## src/hdl/keg_pkg.sv

```systemverilog
// ----------------------------------------------------------------------------
// keg_pkg
// Types and constants shared by the key event generator.
// ----------------------------------------------------------------------------
`default_nettype none

package keg_pkg;

	typedef enum logic [1:0] {
		OP_TICK = 2'd0,
		OP_READ = 2'd1,
		OP_FUNC = 2'd2
	} op_t;

	typedef enum logic [2:0] {
		KIND_NONE     = 3'd0,
		KIND_TOUCH    = 3'd1,
		KIND_PRESSED  = 3'd2,
		KIND_LONG     = 3'd3,
		KIND_REPEAT   = 3'd4,
		KIND_RELEASED = 3'd5,
		KIND_FIRST    = 3'd6
	} kind_t;

	typedef enum logic [1:0] {
		REG_PRESS   = 2'd0,
		REG_LONG    = 2'd1,
		REG_REPEAT  = 2'd2,
		REG_RELEASE = 2'd3
	} reg_idx_t;

	localparam int unsigned KEY_W = 3;
	localparam int unsigned CNT_W = 8;

	localparam logic [CNT_W-1:0] HOLD_LOCKED = 8'hFF;
	localparam logic [CNT_W-1:0] HOLD_MAX    = 8'd254;
	localparam logic [CNT_W-1:0] REL_MAX     = 8'd255;

	localparam logic [CNT_W-1:0] PRESS_RST   = 8'd4;
	localparam logic [CNT_W-1:0] LONG_RST    = 8'd100;
	localparam logic [CNT_W-1:0] REPEAT_RST  = 8'd110;
	localparam logic [CNT_W-1:0] RELEASE_RST = 8'd4;

	typedef struct packed {
		kind_t             kind;
		logic [KEY_W-1:0]  keys;
		logic              posted;
		logic              scan;
	} result_t;

endpackage

`default_nettype wire

```

## src/hdl/key_event_generator.sv

```systemverilog
// ----------------------------------------------------------------------------
// key_event_generator
// Turns periodic key samples into touch/pressed/long/repeat/released events.
// ----------------------------------------------------------------------------
// Usage:
//   Input channel (in_valid/in_stall) carries one item per transfer: a
//   sampling tick with the key levels, a read-and-clear of the event slot, or
//   a function-change notice that locks the generator until all keys are up.
//   Every input item yields exactly one result on the output channel
//   (out_valid/out_stall): event kind, key set, a posted flag and scan_active,
//   which tells the timer whether more ticks are needed.
//   The result is registered at the input transfer into the output register,
//   or into the skid entry while a result waits there. One item per cycle is
//   accepted while the output flows. Behind the output register sits one
//   skid entry, so an item is still taken while a result waits; in_stall
//   rises only once both are full.
//   Configuration writes (cfg_we/cfg_index/cfg_data) take effect at once and
//   are meant to happen while the block is idle.
//   Reset clears all counters, the key set and the event slot, and loads the
//   default timing registers.
// ----------------------------------------------------------------------------
`default_nettype none

module key_event_generator #(
	parameter int unsigned KEY_COUNT = 3
) (
	input  wire logic        clk,
	input  wire logic        arst_n,

	input  wire logic        cfg_we,
	input  wire logic [1:0]  cfg_index,
	input  wire logic [7:0]  cfg_data,

	input  wire logic        in_valid,
	output      logic        in_stall,
	input  wire logic [1:0]  operation,
	input  wire logic [2:0]  keys_down,

	output      logic        out_valid,
	input  wire logic        out_stall,
	output      logic [2:0]  event_kind,
	output      logic [2:0]  event_keys,
	output      logic        event_posted,
	output      logic        scan_active
);

	localparam int unsigned KW = keg_pkg::KEY_W;
	localparam int unsigned CW = keg_pkg::CNT_W;
	localparam logic [KW-1:0] KEYS_USED = (KEY_COUNT >= KW) ? {KW{1'b1}} :
		KW'((1 << KEY_COUNT) - 1);

	// timing registers
	logic [CW-1:0] press_q, long_q, repeat_q, release_q;

	// generator state
	logic [CW-1:0]      hold_q, rel_q;
	logic [KW-1:0]      held_q, slot_keys_q;
	keg_pkg::kind_t     slot_kind_q;
	logic               scan_q;

	// next state
	logic [CW-1:0]      hold_d, rel_d, hold_tmp;
	logic [KW-1:0]      held_d, slot_keys_d, keys;
	keg_pkg::kind_t     slot_kind_d;
	logic               scan_d;
	keg_pkg::result_t   res;

	// output register and skid entry
	keg_pkg::result_t   out_q, skid_q;
	logic               out_valid_q, skid_valid_q;

	logic in_xfer, out_xfer;

	assign in_stall = skid_valid_q;
	assign in_xfer  = in_valid && !skid_valid_q;
	assign out_xfer = out_valid_q && !out_stall;
	assign keys     = keys_down & KEYS_USED;

	always_ff @(posedge clk or negedge arst_n) begin
		if (!arst_n) begin
			press_q   <= keg_pkg::PRESS_RST;
			long_q    <= keg_pkg::LONG_RST;
			repeat_q  <= keg_pkg::REPEAT_RST;
			release_q <= keg_pkg::RELEASE_RST;
		end else if (cfg_we) begin
			unique case (keg_pkg::reg_idx_t'(cfg_index))
				keg_pkg::REG_PRESS:   press_q   <= cfg_data;
				keg_pkg::REG_LONG:    long_q    <= cfg_data;
				keg_pkg::REG_REPEAT:  repeat_q  <= cfg_data;
				keg_pkg::REG_RELEASE: release_q <= cfg_data;
				default: ;
			endcase
		end
	end

	always_comb begin
		hold_d      = hold_q;
		rel_d       = rel_q;
		held_d      = held_q;
		slot_kind_d = slot_kind_q;
		slot_keys_d = slot_keys_q;
		scan_d      = scan_q;
		hold_tmp    = hold_q;
		res.kind    = slot_kind_q;
		res.keys    = slot_keys_q;
		res.posted  = 1'b0;
		res.scan    = 1'b0;

		case (keg_pkg::op_t'(operation))
			keg_pkg::OP_TICK: begin
				if (keys != '0)
					scan_d = 1'b1;
				if (slot_kind_q == keg_pkg::KIND_NONE) begin
					if (keys == '0) begin
						if (held_q == '0) begin
							hold_d = '0;
							scan_d = 1'b0;
						end else if (hold_q > press_q) begin
							rel_d = (rel_q < keg_pkg::REL_MAX) ? rel_q + 1'b1 : rel_q;
							if (rel_d > release_q) begin
								if (hold_q != keg_pkg::HOLD_LOCKED) begin
									slot_kind_d = keg_pkg::KIND_RELEASED;
									slot_keys_d = held_q;
									res.posted  = 1'b1;
								end
								hold_d = '0;
								held_d = '0;
								rel_d  = '0;
								scan_d = 1'b0;
							end
						end else begin
							hold_d = '0;
							held_d = '0;
							rel_d  = '0;
							scan_d = 1'b0;
						end
					end else begin
						rel_d = '0;
						if (hold_q != keg_pkg::HOLD_LOCKED) begin
							if ((keys & ~held_q) != '0) begin
								// new key joined the set
								held_d = held_q | keys;
								if (hold_q == '0) begin
									slot_kind_d = keg_pkg::KIND_TOUCH;
									slot_keys_d = held_d;
									res.posted  = 1'b1;
								end else if (hold_q > long_q) begin
									slot_kind_d = keg_pkg::KIND_LONG;
									slot_keys_d = held_d;
									res.posted  = 1'b1;
								end
							end else begin
								if (hold_q == press_q) begin
									slot_kind_d = keg_pkg::KIND_PRESSED;
									slot_keys_d = held_q;
									res.posted  = 1'b1;
								end else if (hold_q == long_q) begin
									slot_kind_d = keg_pkg::KIND_LONG;
									slot_keys_d = held_q;
									res.posted  = 1'b1;
								end else if (hold_q == repeat_q) begin
									slot_kind_d = keg_pkg::KIND_REPEAT;
									slot_keys_d = held_q;
									res.posted  = 1'b1;
									hold_tmp    = long_q;
								end
								hold_d = (hold_tmp < keg_pkg::HOLD_MAX) ?
									hold_tmp + 1'b1 : hold_tmp;
							end
						end
					end
				end
				res.kind = slot_kind_d;
				res.keys = slot_keys_d;
			end
			keg_pkg::OP_READ: begin
				slot_kind_d = keg_pkg::KIND_NONE;
				slot_keys_d = '0;
			end
			keg_pkg::OP_FUNC: begin
				res.kind = keg_pkg::KIND_FIRST;
				res.keys = '0;
				if (hold_q != '0)
					hold_d = keg_pkg::HOLD_LOCKED;
			end
			default: ;
		endcase

		res.scan = scan_d;
	end

	always_ff @(posedge clk or negedge arst_n) begin
		if (!arst_n) begin
			hold_q      <= '0;
			rel_q       <= '0;
			held_q      <= '0;
			slot_kind_q <= keg_pkg::KIND_NONE;
			slot_keys_q <= '0;
			scan_q      <= 1'b0;
		end else if (in_xfer) begin
			hold_q      <= hold_d;
			rel_q       <= rel_d;
			held_q      <= held_d;
			slot_kind_q <= slot_kind_d;
			slot_keys_q <= slot_keys_d;
			scan_q      <= scan_d;
		end
	end

	// output register with one skid entry behind it
	always_ff @(posedge clk or negedge arst_n) begin
		if (!arst_n) begin
			out_valid_q  <= 1'b0;
			skid_valid_q <= 1'b0;
		end else if (out_xfer) begin
			if (skid_valid_q) begin
				skid_valid_q <= 1'b0;
			end else begin
				out_valid_q <= in_xfer;
			end
		end else if (in_xfer) begin
			if (out_valid_q)
				skid_valid_q <= 1'b1;
			else
				out_valid_q <= 1'b1;
		end
	end

	always_ff @(posedge clk) begin
		if (out_xfer) begin
			if (skid_valid_q)
				out_q <= skid_q;
			else if (in_xfer)
				out_q <= res;
		end else if (in_xfer) begin
			if (out_valid_q)
				skid_q <= res;
			else
				out_q <= res;
		end
	end

	assign out_valid    = out_valid_q;
	assign event_kind   = out_q.kind;
	assign event_keys   = out_q.keys;
	assign event_posted = out_q.posted;
	assign scan_active  = out_q.scan;

`ifndef SYNTHESIS
	a_skid_behind_out: assert property (@(posedge clk) disable iff (!arst_n)
		skid_valid_q |-> out_valid_q)
		else $error("skid entry holds a result with the output register empty");

	a_hold_needs_keys: assert property (@(posedge clk) disable iff (!arst_n)
		hold_q != '0 |-> held_q != '0)
		else $error("hold counter running with an empty key set");

	a_posted_kind: assert property (@(posedge clk) disable iff (!arst_n)
		out_valid_q && out_q.posted |->
			out_q.kind != keg_pkg::KIND_NONE && out_q.kind != keg_pkg::KIND_FIRST)
		else $error("posted flag on a result without a key event");
`endif

endmodule

`default_nettype wire

```

## config.mk

```make
export PLATFORM = sky130hd
export DESIGN_NAME = key_event_generator
export DESIGN_NICKNAME = d
export VERILOG_FILES = /design/src/hdl/keg_pkg.sv /design/src/hdl/key_event_generator.sv
export SDC_FILE = /design/constraint.sdc
export NUM_CORES = 1
export LEC_CHECK = 0
export ABC_AREA = 1
export BUFFER_PORTS_ARGS = -buffer_cell sky130_fd_sc_hd__buf_4
export CAP_MARGIN = 20
export CORE_ASPECT_RATIO = 1.5
export CORE_MARGIN = 3
export CORE_UTILIZATION = 25
export CTS_CLUSTER_SIZE = 10
export DETAILED_ROUTE_END_ITERATION = 16
export PLACE_DENSITY = 0.49
export SKIP_LAST_GASP = 1
export SYNTH_ARGS = -nofsm -noshare
export SYNTH_HDL_FRONTEND = slang
export SYNTH_SLANG_ARGS = --single-unit
```

## constraint.sdc

```tcl
create_clock -name clk -period 3.4 [get_ports clk]
set_clock_uncertainty 0.15 [all_clocks]
set_input_delay 0.34 -clock clk [delete_from_list [all_inputs] [get_ports clk]]
set_output_delay 0.34 -clock clk [all_outputs]
set_load 0.005 [all_outputs]
```

==> metrics.cfg <==
[status]
status=complete, but fails checks
violations=negative setup slack

[clock_network]
cts_tree=done
clkTransAtPathRegs_ns=0.07
htreeDepth=3
insertion_delay_ns=0.35
clock_path_buffers=2
clockRootBuffer=clkbuf_16
cts_buffers=9
clock_sinks=76

[sta]
setup_tns_ns=-0.253
fmax_ghz=0.290
timing.final.crit_share=1.02
holdWs_ns=0.110
rsz0062_at_grt=true
finalHoldViolations=0
setup_viol=6
max_slew_margin=0.463
tightest_slew_ns=0.805
min_period_ns=3.45
setup_ws_ns=-0.0532
maxSlewViolCount=0

[global_route]
grt_use_total=0.128
met2_usage=0.232
antenna_found_initial=0
grt_util_met3=0.0167
grt_pass1_vias=4333
grt_pass1_wl_um=21500
grt.busiest_layer=met2
use_met1=0.141
grt_max_degree=61
grt_overflow=0

[setup_path]
crit_type=flip-flop to flip-flop
max_stage_delay_ns=0.36
crit_required_ns=3.48
cp-end-kind=flip-flop
startpoint_type=flip-flop
cp_max_fo=7
rrSetupSlack_ns=-0.05
cp_slowest_cell=dfrtp_1
worstPathArrival_ns=3.54

[place]
io_buffers=29
postPlaceCellArea_um2=5560
dpl.hpwl_um=10100
gp_congestion=0.905

[route]
wire_per_inst_um=13.3
drtPass1Iterations=4
drcViolationCount=0
wl_um=13200
drt-initial-drc-count=165
routed-via-count=4368
postRouteAntennaNets=0
vias_per_cell=4.42

[die]
die_h_um=179
fp.coreArea_um2=19400
rows=62
die_area_um2=21700
ios=30
die_w_um=121
initial_core_util=0.257

[cells_and_area]
layout-drive-gt1-share=0.198
area_growth_pct=21.9
stdcell_area_um2=6090
fin_util=0.314
fin_nets=774
antenna-diode-count=0

[logic_synthesis]
postSynthAreaPerCell_um2=7.30
ys_seq_area_frac=0.399
yosysMostFrequentCell=nand2_1
ys_top_cells_by_area=dfrtp_1, nand2_1, edfxtp_1, inv_1, ha_1
syn-num-nets=730
synth_commonest_cells=nand2_1, inv_1, nor2_1, dfrtp_1
syn-cell-area_um2=4990
synth_edf_count=16
yosysTopAreaCell=dfrtp_1
synth_cell_types=42
synth-seq-cells=76
yosys.area.top_type_share=0.251
async_reset_ff_frac=0.789
netlist_instances=684
synth_flop_cell=dfrtp_1
ys_warn_count=0

[power_and_ir_drop]
p_leak_nw=3.03
powerDensity_nw_per_um2=737
total_power_mw=4.49
ir_drop_mv=0.241

[min_path]
hold_path.class=input pin to flip-flop

[job]
maxCapViolations=0

## path summary, 6_finish.rpt
check,startpoint,endpoint,cells after the start
worst max-delay path,rel_q[0],hold_q[5],25
worst min-delay path,out_stall,in_stall,3
worst max register to register,rel_q[0],hold_q[5],25
worst min register to register,release_q[7],release_q[7],2
max in group asynchronous,arst_n,slot_keys_q[1],2
min in group asynchronous,arst_n,rel_q[5],2
## sequential cells by signal, summed over array words and instances, names as in the netlist, 8 cells and up
register	count
skid_q	8
repeat_q	8
release_q	8
press_q	8
rel_q	8
long_q	8
hold_q	8
## what timing repair did
| item | CTS | global route |
|---|---|---|
| endpoints found under the setup margin | 18 | 39 |
| setup buffers | 0 | 3 |
| gates resized for setup | 5 | 42 |
| pin swaps | 0 | 11 |
| hold endpoints to repair | 50 | 0 |
| hold buffers | 1 | 0 |
## critical path, delay by kind of cell (launching register included)
family / cells / cell delay (ns)
and+or+nand+nor: 12 / 1.33
buffers and inverters: 7 / 0.67
AOI/OAI and AO/OA: 4 / 0.37
DFF: 1 / 0.36
adders and majority gates: 2 / 0.43
## placed cells by master (no fill, tap or decap), drive strengths merged, types with 2 or more instances in the layout
master / count
clkinvlp: 2
nand4: 7
a21oi: 28
nor2: 59
a22oi: 4
clkbuf: 10
nand3b: 2
nand3: 52
a21o: 2
nor4: 2
mux2i: 2
nand2: 206
dfstp: 10
dfrtp: 50
ha: 26
or2: 3
edfxtp: 16
o22ai: 7
nor3: 7
o21ai: 57
buf: 45
xor2: 6
inv: 119
## per-stage QoR
stage | setup slack (ns) | instances
2_1_floorplan | 0.149 | 684
3_3_place_gp | -0.0403 | 969
3_5_place_dp | -0.159 | 969
4_1_cts | 0.00191 | 986
5_1_grt | -0.340 | 989
6_report | -0.0532 | 989
## logic make-up (layout without fill, tap and decap cells)
family | count (synthesis) | after routing | synth area share
flops | 76 | 76 | 0.399
fa+ha+maj | 26 | 26 | 0.0651
xor+xnor | 7 | 7 | 0.0123
compound gates | 104 | 104 | 0.114
mux | 2 | 2 | 0.00401
buf+inv | 130 | 179 | 0.101
simple gates | 339 | 339 | 0.304
## power breakdown
group / switching (mW) / internal [mW]
Combinational: 1.24 / 0.779
Clock: 0.409 / 0.618
Sequential: 0.227 / 1.21
Total: 1.88 / 2.61
## per-layer routing
layer | vias to the layer above | share of wire
met5 | - | 0
met2 | 73 | 0.53
met3 | 37 | 0.022
met1 | 1982 | 0.40
met4 | 0 | 0.048
li1 | 2276 | -
## area by class of cell
| cell class | count | area (um2) |
|---|---|---|
| Fill cell | 2172 | 13300 |
| Multi-Input combinational cell | 478 | 2650 |
| Tap cell | 256 | 320 |
| Inverter | 117 | 443 |
| Sequential cell | 76 | 1990 |
| Clock buffer | 10 | 250 |
| Timing Repair Buffer | 46 | 359 |
| Clock inverter | 6 | 67.6 |
Power figures use the tool's default switching activity.
